**src/sv/bsr_pkg.sv**
```systemverilog
// Shared types and constants of the brush stroke rasterizer.
// Used by the controller, the datapath, the top level and the checker.
package bsr_pkg;

  localparam logic [2:0] KIND_PRESS   = 3'd0;
  localparam logic [2:0] KIND_RELEASE = 3'd1;
  localparam logic [2:0] KIND_MOVE    = 3'd2;
  localparam logic [2:0] KIND_READ    = 3'd3;
  localparam logic [2:0] KIND_CLEAR   = 3'd4;

  localparam logic [1:0] EV_NONE    = 2'd0;
  localparam logic [1:0] EV_STARTED = 2'd1;
  localparam logic [1:0] EV_STOPPED = 2'd2;
  localparam logic [1:0] EV_DRAWN   = 2'd3;

  localparam logic CFG_RADIUS = 1'b0;
  localparam logic CFG_COLOUR = 1'b1;

  localparam logic [5:0]  RADIUS_RESET = 6'd20;
  localparam logic [31:0] COLOUR_RESET = 32'h0000_00FF;
  localparam logic [31:0] BLANK_COLOUR = 32'hFFFF_FF00;

  typedef struct packed {
    logic [2:0]         kind;
    logic signed [11:0] pos_x;
    logic signed [11:0] pos_y;
  } in_item_t;

  typedef struct packed {
    logic [1:0]  event_code;
    logic [31:0] pixel_colour;
    logic        pixel_marked;
    logic        box_valid;
    logic [8:0]  box_min_x;
    logic [8:0]  box_min_y;
    logic [8:0]  box_max_x;
    logic [8:0]  box_max_y;
  } out_item_t;

  typedef enum logic [4:0] {
    ST_INIT_CLR, ST_IDLE, ST_CLEAR, ST_PREP, ST_CHECK, ST_SQRT,
    ST_DIVX_LD, ST_DIVX, ST_DIVY_LD, ST_DIVY, ST_LSETUP, ST_ROW,
    ST_LINE, ST_DISC_INIT, ST_DISC, ST_READ, ST_DONE
  } state_t;

  typedef struct packed {
    logic accept;
    logic stamp;
    logic calc_l2;
    logic sq_start;
    logic sq_step;
    logic div_start;
    logic div_sel;
    logic div_step;
    logic line_setup;
    logic row_start;
    logic line_step;
    logic row_next;
    logic disc_init;
    logic disc_step;
    logic rd;
    logic clr_step;
  } cmd_t;

  typedef struct packed {
    logic in_inside;
    logic pen;
    logic line_go;
    logic it_last;
    logic row_end;
    logic row_last;
    logic disc_last;
    logic clr_last;
  } status_t;

endpackage

```
**src/sv/bsr_ctrl.sv**
```systemverilog
// Sequencer of the brush stroke rasterizer.
// Depends on bsr_pkg; drives the datapath through bsr_pkg::cmd_t.
module bsr_ctrl (
  input  logic              clk,
  input  logic              rst_n,
  input  logic              start,
  input  logic [2:0]        kind,
  input  bsr_pkg::status_t  st,
  output bsr_pkg::cmd_t     cmd,
  output logic              busy,
  output logic              out_valid
);

  bsr_pkg::state_t state_r, state_nxt;
  logic stamp;

  always_comb begin
    stamp = st.in_inside &&
            ((kind == bsr_pkg::KIND_PRESS) || (kind == bsr_pkg::KIND_RELEASE) ||
             ((kind == bsr_pkg::KIND_MOVE) && st.pen));
  end

  always_ff @(posedge clk) begin
    if (!rst_n) begin
      state_r <= bsr_pkg::ST_INIT_CLR;
    end else begin
      state_r <= state_nxt;
    end
  end

  always_comb begin
    state_nxt = state_r;
    case (state_r)
      bsr_pkg::ST_INIT_CLR: if (st.clr_last) state_nxt = bsr_pkg::ST_IDLE;
      bsr_pkg::ST_IDLE: begin
        if (start) begin
          if (kind inside {bsr_pkg::KIND_PRESS, bsr_pkg::KIND_RELEASE,
                           bsr_pkg::KIND_MOVE}) begin
            state_nxt = stamp ? bsr_pkg::ST_PREP : bsr_pkg::ST_DONE;
          end else if (kind == bsr_pkg::KIND_READ) begin
            state_nxt = bsr_pkg::ST_READ;
          end else if (kind == bsr_pkg::KIND_CLEAR) begin
            state_nxt = bsr_pkg::ST_CLEAR;
          end else begin
            state_nxt = bsr_pkg::ST_DONE;
          end
        end
      end
      bsr_pkg::ST_CLEAR:   if (st.clr_last) state_nxt = bsr_pkg::ST_DONE;
      bsr_pkg::ST_PREP:    state_nxt = bsr_pkg::ST_CHECK;
      bsr_pkg::ST_CHECK:
        state_nxt = st.line_go ? bsr_pkg::ST_SQRT : bsr_pkg::ST_DISC_INIT;
      bsr_pkg::ST_SQRT:    if (st.it_last) state_nxt = bsr_pkg::ST_DIVX_LD;
      bsr_pkg::ST_DIVX_LD: state_nxt = bsr_pkg::ST_DIVX;
      bsr_pkg::ST_DIVX:    if (st.it_last) state_nxt = bsr_pkg::ST_DIVY_LD;
      bsr_pkg::ST_DIVY_LD: state_nxt = bsr_pkg::ST_DIVY;
      bsr_pkg::ST_DIVY:    if (st.it_last) state_nxt = bsr_pkg::ST_LSETUP;
      bsr_pkg::ST_LSETUP:  state_nxt = bsr_pkg::ST_ROW;
      bsr_pkg::ST_ROW:     state_nxt = bsr_pkg::ST_LINE;
      bsr_pkg::ST_LINE: begin
        if (st.row_end) begin
          state_nxt = st.row_last ? bsr_pkg::ST_DISC_INIT : bsr_pkg::ST_ROW;
        end
      end
      bsr_pkg::ST_DISC_INIT: state_nxt = bsr_pkg::ST_DISC;
      bsr_pkg::ST_DISC:    if (st.disc_last) state_nxt = bsr_pkg::ST_DONE;
      bsr_pkg::ST_READ:    state_nxt = bsr_pkg::ST_DONE;
      bsr_pkg::ST_DONE:    state_nxt = bsr_pkg::ST_IDLE;
      default:             state_nxt = bsr_pkg::ST_IDLE;
    endcase
  end

  always_comb begin
    cmd = '0;
    case (state_r)
      bsr_pkg::ST_INIT_CLR, bsr_pkg::ST_CLEAR: cmd.clr_step = 1'b1;
      bsr_pkg::ST_IDLE: begin
        cmd.accept = start;
        cmd.stamp  = start && stamp;
      end
      bsr_pkg::ST_PREP:  cmd.calc_l2 = 1'b1;
      bsr_pkg::ST_CHECK: cmd.sq_start = st.line_go;
      bsr_pkg::ST_SQRT:  cmd.sq_step = 1'b1;
      bsr_pkg::ST_DIVX_LD: cmd.div_start = 1'b1;
      bsr_pkg::ST_DIVX:  cmd.div_step = 1'b1;
      bsr_pkg::ST_DIVY_LD: begin
        cmd.div_start = 1'b1;
        cmd.div_sel   = 1'b1;
      end
      bsr_pkg::ST_DIVY: begin
        cmd.div_step = 1'b1;
        cmd.div_sel  = 1'b1;
      end
      bsr_pkg::ST_LSETUP: cmd.line_setup = 1'b1;
      bsr_pkg::ST_ROW:    cmd.row_start = 1'b1;
      bsr_pkg::ST_LINE: begin
        cmd.line_step = !st.row_end;
        cmd.row_next  = st.row_end;
      end
      bsr_pkg::ST_DISC_INIT: cmd.disc_init = 1'b1;
      bsr_pkg::ST_DISC:  cmd.disc_step = 1'b1;
      bsr_pkg::ST_READ:  cmd.rd = 1'b1;
      default: cmd = '0;
    endcase
  end

  assign busy      = (state_r != bsr_pkg::ST_IDLE);
  assign out_valid = (state_r == bsr_pkg::ST_DONE);

endmodule

```
**config.mk**
```make
export PLATFORM = sky130hd
export DESIGN_NAME = bsr_ctrl
export DESIGN_NICKNAME = d
export VERILOG_FILES = /design/src/sv/bsr_pkg.sv /design/src/sv/bsr_ctrl.sv
export SDC_FILE = /design/constraint.sdc
export NUM_CORES = 1
export LEC_CHECK = 0
export ABC_AREA = 1
export BUFFER_PORTS_ARGS = -buffer_cell sky130_fd_sc_hd__buf_2
export CORE_MARGIN = 3
export CORE_UTILIZATION = 35
export CTS_CLUSTER_DIAMETER = 120
export DETAILED_ROUTE_END_ITERATION = 10
export PLACE_DENSITY = 0.63
export SETUP_SLACK_MARGIN = 0.1
export SLEW_MARGIN = 0
export SYNTH_ARGS = -nofsm -noshare
export SYNTH_HDL_FRONTEND = slang
export SYNTH_SLANG_ARGS = --single-unit
```
**constraint.sdc**
```tcl
create_clock -name clk -period 2.1 [get_ports clk]
set_input_delay 0 -clock clk [delete_from_list [all_inputs] [get_ports clk]]
set_output_delay 0 -clock clk [all_outputs]
set_load 0.005 [all_outputs]
```
==> reports/metrics.cfg, run 1 <==
[worst_setup_path]
cp.arrival_ns = 1.64
required_ns = 2.23
setup.worst_path.start_class = flop
critPathLaunch = state_r[1]$_SDFFE_PN0P_
max_stage_delay_ns = 0.54
crit_path_max_fanout = 8
crit_chain = inv_1 > nand2_1 > nor2_1 > nand2_1 > nor2_1 > nor2_1 > nand3_1 > nand2_1 > a21oi_1
crit_type = reg -> reg
crit_slowest_cell = dfxtp_1
critPathCaptureType = flop
reg2reg_from = state_r[1]$_SDFFE_PN0P_

[placement]
place_congestion = 0.8912
dp_hpwl_um = 1662
io_buffers = 31

[final_layout]
antenna_cells = 0
final_cell_mix = 32 x nand2_1, 31 x buf_2, 19 x inv_1
utilization = 0.5028
regMostFlops = state_r
reg_top3 = state_r: 5 flops
final_common_cell = nand2_1
largest_register_ffs = 5
finalNetCount = 175
drive_gt1_frac = 0.3500
syn_to_final_growth_pct = 30.69

[synth]
postSynthAreaPerCell_um2 = 5.501
synthMuxAreaShare = 0
ys_warn_count = 0
synth_seq_cells = 5
ys_types = 20
synth_nets = 140
synth_xor_area_frac = 0
synth-compound-area-share = 0.08123
synthSimpleGateAreaFrac = 0.6300
synth_top_family_by_area = simple AND/OR/NAND/NOR gates
synthesis.area_um2 = 693.2
yosys.area_share.adder = 0
postSynthCellCount = 126
seq_area_frac_synth = 0.1444

[global_routing]
first_global_vias = 798
antenna_found_initial = 0
grt_pass1_wl_um = 3270
grt_max_degree = 11
gr-total-overflow = 0
grt_usage = 0.1657

[detailed_routing]
drt-wirelength-per-cell_um = 10.77
viasPerCell = 4.757
drtIter0Drc = 9
drtAntennaViolNets = 0
vias = 880
drcViolationCount = 0
dr.pass1.iters = 4
wirelength_um = 1992

[pwr]
p_leak_nw = 0.5698
power.total_mw = 0.7464
power.density_mw_per_mm2 = 824.0
ir_drop_mv = 0.5055

[floorplan]
die_area_mm2 = 0.002550
core_region_area_mm2 = 0.001802
rows = 15
ioPinCount = 32
die_y_um = 50.50
die_w_um = 50.50
initial_core_util = 0.3847

[timing]
tns_ns = 0
holdWs_ns = 0.1760
timing.final.crit_share = 0.7202
hold_violations = 0
rsz0062_at_grt = no
finClkSkew_ns = 0.003432
worst_slew_margin_rel = 0.7452
setup-violations-final = 0
tightest_slew_ns = 0.3816
fmax_mhz = 661.2
drv_slew = 0
period_needed_ns = 1.512

[clock_network]
postCtsSetupRepairBufs = 0
cts_resized = 0
h-tree-depth = 1
clk_pin_slew_ns = 0.04
hold_buffers = 1
cts_buffer_depth = 2
cts_tree = built
clock_latency_ns = 0.24
cts-root-buf = clkbuf_4
cts.sink_count = 5
cts_made_buffers = 3

[status]
status = finished, final reports clean

[hold_path]
min_from = st[4]
hp-class = in -> reg

[run]
maxCapViolCount = 0

[routing by layer]
metal | vias up | wire length [um] | track usage
met2 | 28 | 891 | 0.2717
met4 | 0 | 0 | 0
met5 | - | 0 | 0
met3 | 0 | 108 | 0.05341
met1 | 387 | 993 | 0.2252
li1 | 465 | - | -
[critical path: cells and delay by family (launching register included)]
kind | cells | cell delay [ns]
AND/OR/NAND/NOR | 7 | 0.70
buffers and inverters | 1 | 0.11
flip-flops | 1 | 0.54
AO/OA/AOI/OAI | 1 | 0.05
[cell type report]
class	count	area (um2)
well taps	25	31.28
flip-flops and latches	5	100.1
fillers	208	895.9
inverters	24	90.09
repair buffers	32	165.2
multi-input cells	95	493.0
clock buffers	4	26.28
[power breakdown]
| part | leakage (nW) | internal [mW] | switching, mW | total [mW] |
|---|---|---|---|---|
| Combinational | 0.514 | 0.167 | 0.297 | 0.464 |
| Sequential | 0.0408 | 0.119 | 0.0526 | 0.171 |
| Clock | 0.0150 | 0.0718 | 0.0393 | 0.111 |
[through the flow]
stage	area, um2	std cells	worst slack (ns)
final	905.9	185	0.5876
after global routing	905.9	185	0.4149
after CTS	905.9	185	0.5917
after detailed placement	869.6	180	0.6064
after global placement	869.6	180	0.6075
after floorplan	693.2	126	0.8831
[synth_stat cells]
cell type | count | share of area
nand4_1 | 1 | 0.0090
buf_2 | 2 | 0.014
nand3_1 | 14 | 0.10
a21oi_1 | 5 | 0.036
nand2_2 | 4 | 0.036
a211oi_1 | 1 | 0.011
nand3b_1 | 3 | 0.032
inv_1 | 19 | 0.10
nor3_1 | 3 | 0.022
dfxtp_1 | 5 | 0.14
nor2_4 | 3 | 0.049
nand2_1 | 32 | 0.17
nor4_1 | 2 | 0.018
nor2_1 | 13 | 0.070
nor2_2 | 5 | 0.045
nand3_2 | 4 | 0.058
o21ai_0 | 3 | 0.022
inv_2 | 5 | 0.027
nand2_4 | 1 | 0.016
a41oi_1 | 1 | 0.013
[logic make-up after synthesis]
group,after synthesis
and+or+nand+nor,85
buffers and inverters,26
AOI/OAI and AO/OA,10
DFF,5
[worst paths after layout]
kind	endpoint	slack [ns]	depth (start not counted)
worst max-delay path	state_r[3]$_SDFFE_PN0P_	0.59	9
worst min-delay path	state_r[4]$_SDFFE_PN0P_	0.18	5
worst max register to register	state_r[3]$_SDFFE_PN0P_	0.59	9
worst min register to register	state_r[3]$_SDFFE_PN0P_	0.55	2
(Power assumes the default switching activity.)
==> inputs of run 2 (changes only) <==
- clock period: 2.1 -> 1.4 ns (I/O delays scaled with it)
==> reports/metrics.cfg, run 2 (synthesis gave the netlist of run 1 again) <==
[status]
status = finished, final reports clean

[timing]
fin_ws_ns = 0.04706
fmax_mhz = 739.1
setup-violations-final = 0
tightest_slew_ns = 0.2197
hold_violations = 0
period_needed_ns = 1.353
rsz0062_at_grt = yes
drv_slew = 0
timing.final.crit_share = 0.9664
holdWs_ns = 0.1628
worst_slew_margin_rel = 0.8520
finClkSkew_ns = 0.003116

[worst_setup_path]
critPathCaptureType = flop
setup.worst_path.start_class = flop
crit_path_max_fanout = 7
crit_type = reg -> reg
required_ns = 1.57
cp.arrival_ns = 1.52
r2r_cells = 8

[clock_network]
cts_tree = built
clk_pin_slew_ns = 0.04
clock_latency_ns = 0.25
cts-root-buf = clkbuf_4
h-tree-depth = 1
cts_made_buffers = 3
cts_buffer_depth = 2
cts.sink_count = 5

[floorplan]
die_y_um = 50.50
rows = 15
die_w_um = 50.50
die_area_mm2 = 0.002550
ioPinCount = 32
core_region_area_mm2 = 0.001802
initial_core_util = 0.3847

[pwr]
p_leak_nw = 0.6959
power.density_mw_per_mm2 = 1266
ir_drop_mv = 0.8056

[placement]
placed_cells = 192
pre_cts_ws_ns = 0.002151
place_area_um2 = 959.7
io_buffers = 31
place_congestion = 0.9493
dp_hpwl_um = 1783

[hold_path]
hp-class = in -> reg
min_delay_path_depth = 5

[global_routing]
grt_usage = 0.1824
grt_max_degree = 11
gr-total-overflow = 0
grt_pass1_wl_um = 3622
antenna_found_initial = 0
first_global_vias = 896

[run]
maxCapViolCount = 0

[detailed_routing]
vias = 1015
drcViolationCount = 0
wirelength_um = 2518
drtAntennaViolNets = 0
viasPerCell = 4.975
dr.pass1.iters = 4
drt-wirelength-per-cell_um = 12.34
drtIter0Drc = 24

[final_layout]
final_common_cell = buf_2
fin_cells = 204
finalNetCount = 194
final_cell_mix = 31 x buf_2, 28 x nand2_1, 15 x inv_1
antenna_cells = 0
filler_cell_count = 169
multi_input_area_um2 = 606.8
seq_area_um2 = 118.9
drive_gt1_frac = 0.5587
utilization = 0.6736
regMostFlops = state_r
syn_to_final_growth_pct = 75.09
largest_register_ffs = 5
final_area_mm2 = 0.001214
reg_top3 = state_r: 5 flops

==> run 2: cell types whose count changed in the layout (fill, tap and decap cells not counted), sizes merged <==
cell | previous run | this run
buf | 31 | 50
==> run 2: critical path, cell delays in order (launching register included) <==
cell	delay, ns
dfxtp_4	0.41
nand2_4	0.07
nor2_4	0.19
nand3_2	0.13
nand2_2	0.11
nor2_4	0.05
nand2_4	0.10
nand2_1	0.07
a21oi_1	0.15
==> run 2: worst paths after layout <==
kind                            slack, ns                    start                      end
worst max register to register       0.05  state_r[3]$_SDFFE_PN0P_  state_r[2]$_SDFFE_PN0P_
worst min register to register       0.55  state_r[3]$_SDFFE_PN0P_  state_r[3]$_SDFFE_PN0P_
worst min-delay path                 0.16                    st[4]  state_r[4]$_SDFFE_PN0P_
worst max-delay path                 0.05  state_r[3]$_SDFFE_PN0P_  state_r[2]$_SDFFE_PN0P_
==> run 2: final cells by class <==
cell class	instances	area share
repair buffers	51	0.2722
inverters	24	0.08247
well taps	25	0.02577
clock buffers	4	0.02165
flip-flops and latches	5	0.09794
multi-input cells	95	0.5000
==> run 2: stage by stage <==
stage / setup TNS [ns] / power [mW]
2_1_floorplan: 0 / 0.7604
3_3_place_gp: 0 / 1.053
3_5_place_dp: 0 / 1.052
4_1_cts: 0 / 1.279
5_1_grt: -0.1375 / 1.663
6_report: 0 / 1.536
==> run 2: power breakdown <==
group / switching, mW / internal, mW
Combinational: 0.594 / 0.462
Sequential: 0.113 / 0.196
Clock: 0.0637 / 0.108
==> run 2: routing by layer <==
metal / vias to the layer above / share of wire / global-route usage
met5: - / 0 / 0
met4: 0 / 0.011 / 0.05381
met3: 4 / 0.057 / 0.03561
met2: 39 / 0.51 / 0.3174
met1: 463 / 0.42 / 0.2252
li1: 509 / - / -
==> run 2: repair_timing <==
action,in CTS,in global routing
buffers inserted,1,6
setup endpoints to repair,18,18
hold buffers,1,0
endpoints found under the hold margin,1,0
pin swaps,3,14
gates resized for setup,16,34
==> inputs of run 3 (changes only) <==
- REMOVE_ABC_BUFFERS: unset -> 1
- SLEW_MARGIN: 0 -> unset
==> reports/metrics.cfg, run 3 (synthesis gave the netlist of run 1 again) <==
[status]
status = complete, but fails checks
violations = negative setup slack

[clock_network]
clock_latency_ns = 0.24
h-tree-depth = 1
cts-root-buf = clkbuf_4
cts.sink_count = 5
cts_tree = built
cts_made_buffers = 3
cts_buffer_depth = 2
clk_pin_slew_ns = 0.04

[timing]
setup-violations-final = 3
rsz0062_at_grt = yes
timing.final.crit_share = 1.087
holdWs_ns = 0.1759
period_needed_ns = 1.522
tightest_slew_ns = 0.2234
finClkSkew_ns = 0.0008369
tns_ns = -0.1979
drv_slew = 0
hold_violations = 0
fin_ws_ns = -0.1225
worst_slew_margin_rel = 0.8495
fmax_mhz = 656.8

[pwr]
ir_drop_mv = 0.7049
power.density_mw_per_mm2 = 1421
p_leak_nw = 0.7097

[detailed_routing]
drtAntennaViolNets = 0
drtIter0Drc = 61
dr.pass1.iters = 4
drcViolationCount = 0
wirelength_um = 2885
vias = 1062
drt-wirelength-per-cell_um = 13.94
viasPerCell = 5.130

[worst_setup_path]
crit_type = reg -> reg
critPathCaptureType = flop
critPathBufInv = 2
crit_top_cell = nor2_4
crit_path_max_fanout = 7
r2r_slack_ns = -0.12
crit_slowest_cell = dfxtp_4
crit_chain = buf_8 > inv_8 > nor2_4 > nand4_1 > nand2_2 > nor2_4 > nand2_4 > nand2_1 > a21oi_1
cp.arrival_ns = 1.67
required_ns = 1.55
path_delay_family = simple AND/OR/NAND/NOR gates
setup.worst_path.start_class = flop
max_stage_delay_ns = 0.37

[floorplan]
die_w_um = 50.50
rows = 15
core_region_area_mm2 = 0.001802
die_y_um = 50.50
die_area_mm2 = 0.002550
initial_core_util = 0.3847
ioPinCount = 32

[final_layout]
antenna_cells = 0
final_cell_mix = 31 x buf_2, 25 x nand2_1, 18 x buf_4
drive_gt1_frac = 0.5659
multi_input_area_um2 = 618.1
regMostFlops = state_r
filler_cell_count = 161
syn_to_final_growth_pct = 80.33
largest_register_ffs = 5
final_common_cell = buf_2
finalNetCount = 197
reg_top3 = state_r: 5 flops
seq_area_um2 = 118.9

[placement]
dp_hpwl_um = 1720
io_buffers = 31
place_congestion = 0.8738
pre_cts_ws_ns = -0.01742

[global_routing]
grt_usage = 0.1922
grt_max_degree = 11
grt_pass1_wl_um = 3801
first_global_vias = 894
gr-total-overflow = 0
antenna_found_initial = 0

[hold_path]
hp-class = in -> reg

[run]
maxCapViolCount = 0

run 3: worst reg2reg max path, delay by kind of cell, from the launching register on:
family | cells | cell delay (ns)
compound gates | 1 | 0.20
simple gates | 6 | 0.68
buf+inv | 2 | 0.20
flops | 1 | 0.37
run 3: layout make-up:
type,count,area share
Tap cell,25,0.02503
Multi-Input combinational cell,95,0.4945
Inverter,24,0.08208
Timing Repair Buffer,54,0.2823
Sequential cell,5,0.09510
Clock buffer,4,0.02102
run 3: path summary, 6_finish.rpt:
check,startpoint,to,cells after the start
worst max-delay path,state_r[0]$_SDFFE_PN0P_,state_r[2]$_SDFFE_PN0P_,9
worst min-delay path,st[4],state_r[4]$_SDFFE_PN0P_,5
worst max register to register,state_r[0]$_SDFFE_PN0P_,state_r[2]$_SDFFE_PN0P_,9
worst min register to register,state_r[2]$_SDFFE_PN0P_,state_r[2]$_SDFFE_PN0P_,2
run 3: metal layers:
layer,track usage,part of all wire
met2,0.3370,0.50
met5,0,0
met4,0.02242,0.042
met1,0.2464,0.36
met3,0.04154,0.092
run 3: power breakdown:
group | switching (mW) | internal [mW]
registers | 0.0722 | 0.195
logic | 0.751 | 0.591
clock network | 0.0604 | 0.108
total | 0.883 | 0.893
run 3: metrics by stage:
step                  util  instance area (um2)  instances  power [mW]
finish              0.6938                 1250        207       1.777
global route        0.6938                 1250        207       1.904
CTS                 0.5993                 1080        201       1.411
detailed placement  0.5201                937.1        189       1.031
global placement    0.5201                937.1        189       1.030
floorplan                -                683.2        124      0.7506
run 3: repair_timing:
action                                  in CTS  in global routing
setup buffers                                7                  6
endpoints found under the setup margin      16                 21
hold endpoints to repair                     1                  0
pin swaps                                    5                 11
gates cloned                                 0                  0
gates resized for setup                     19                 33
hold buffers                                 1                  0
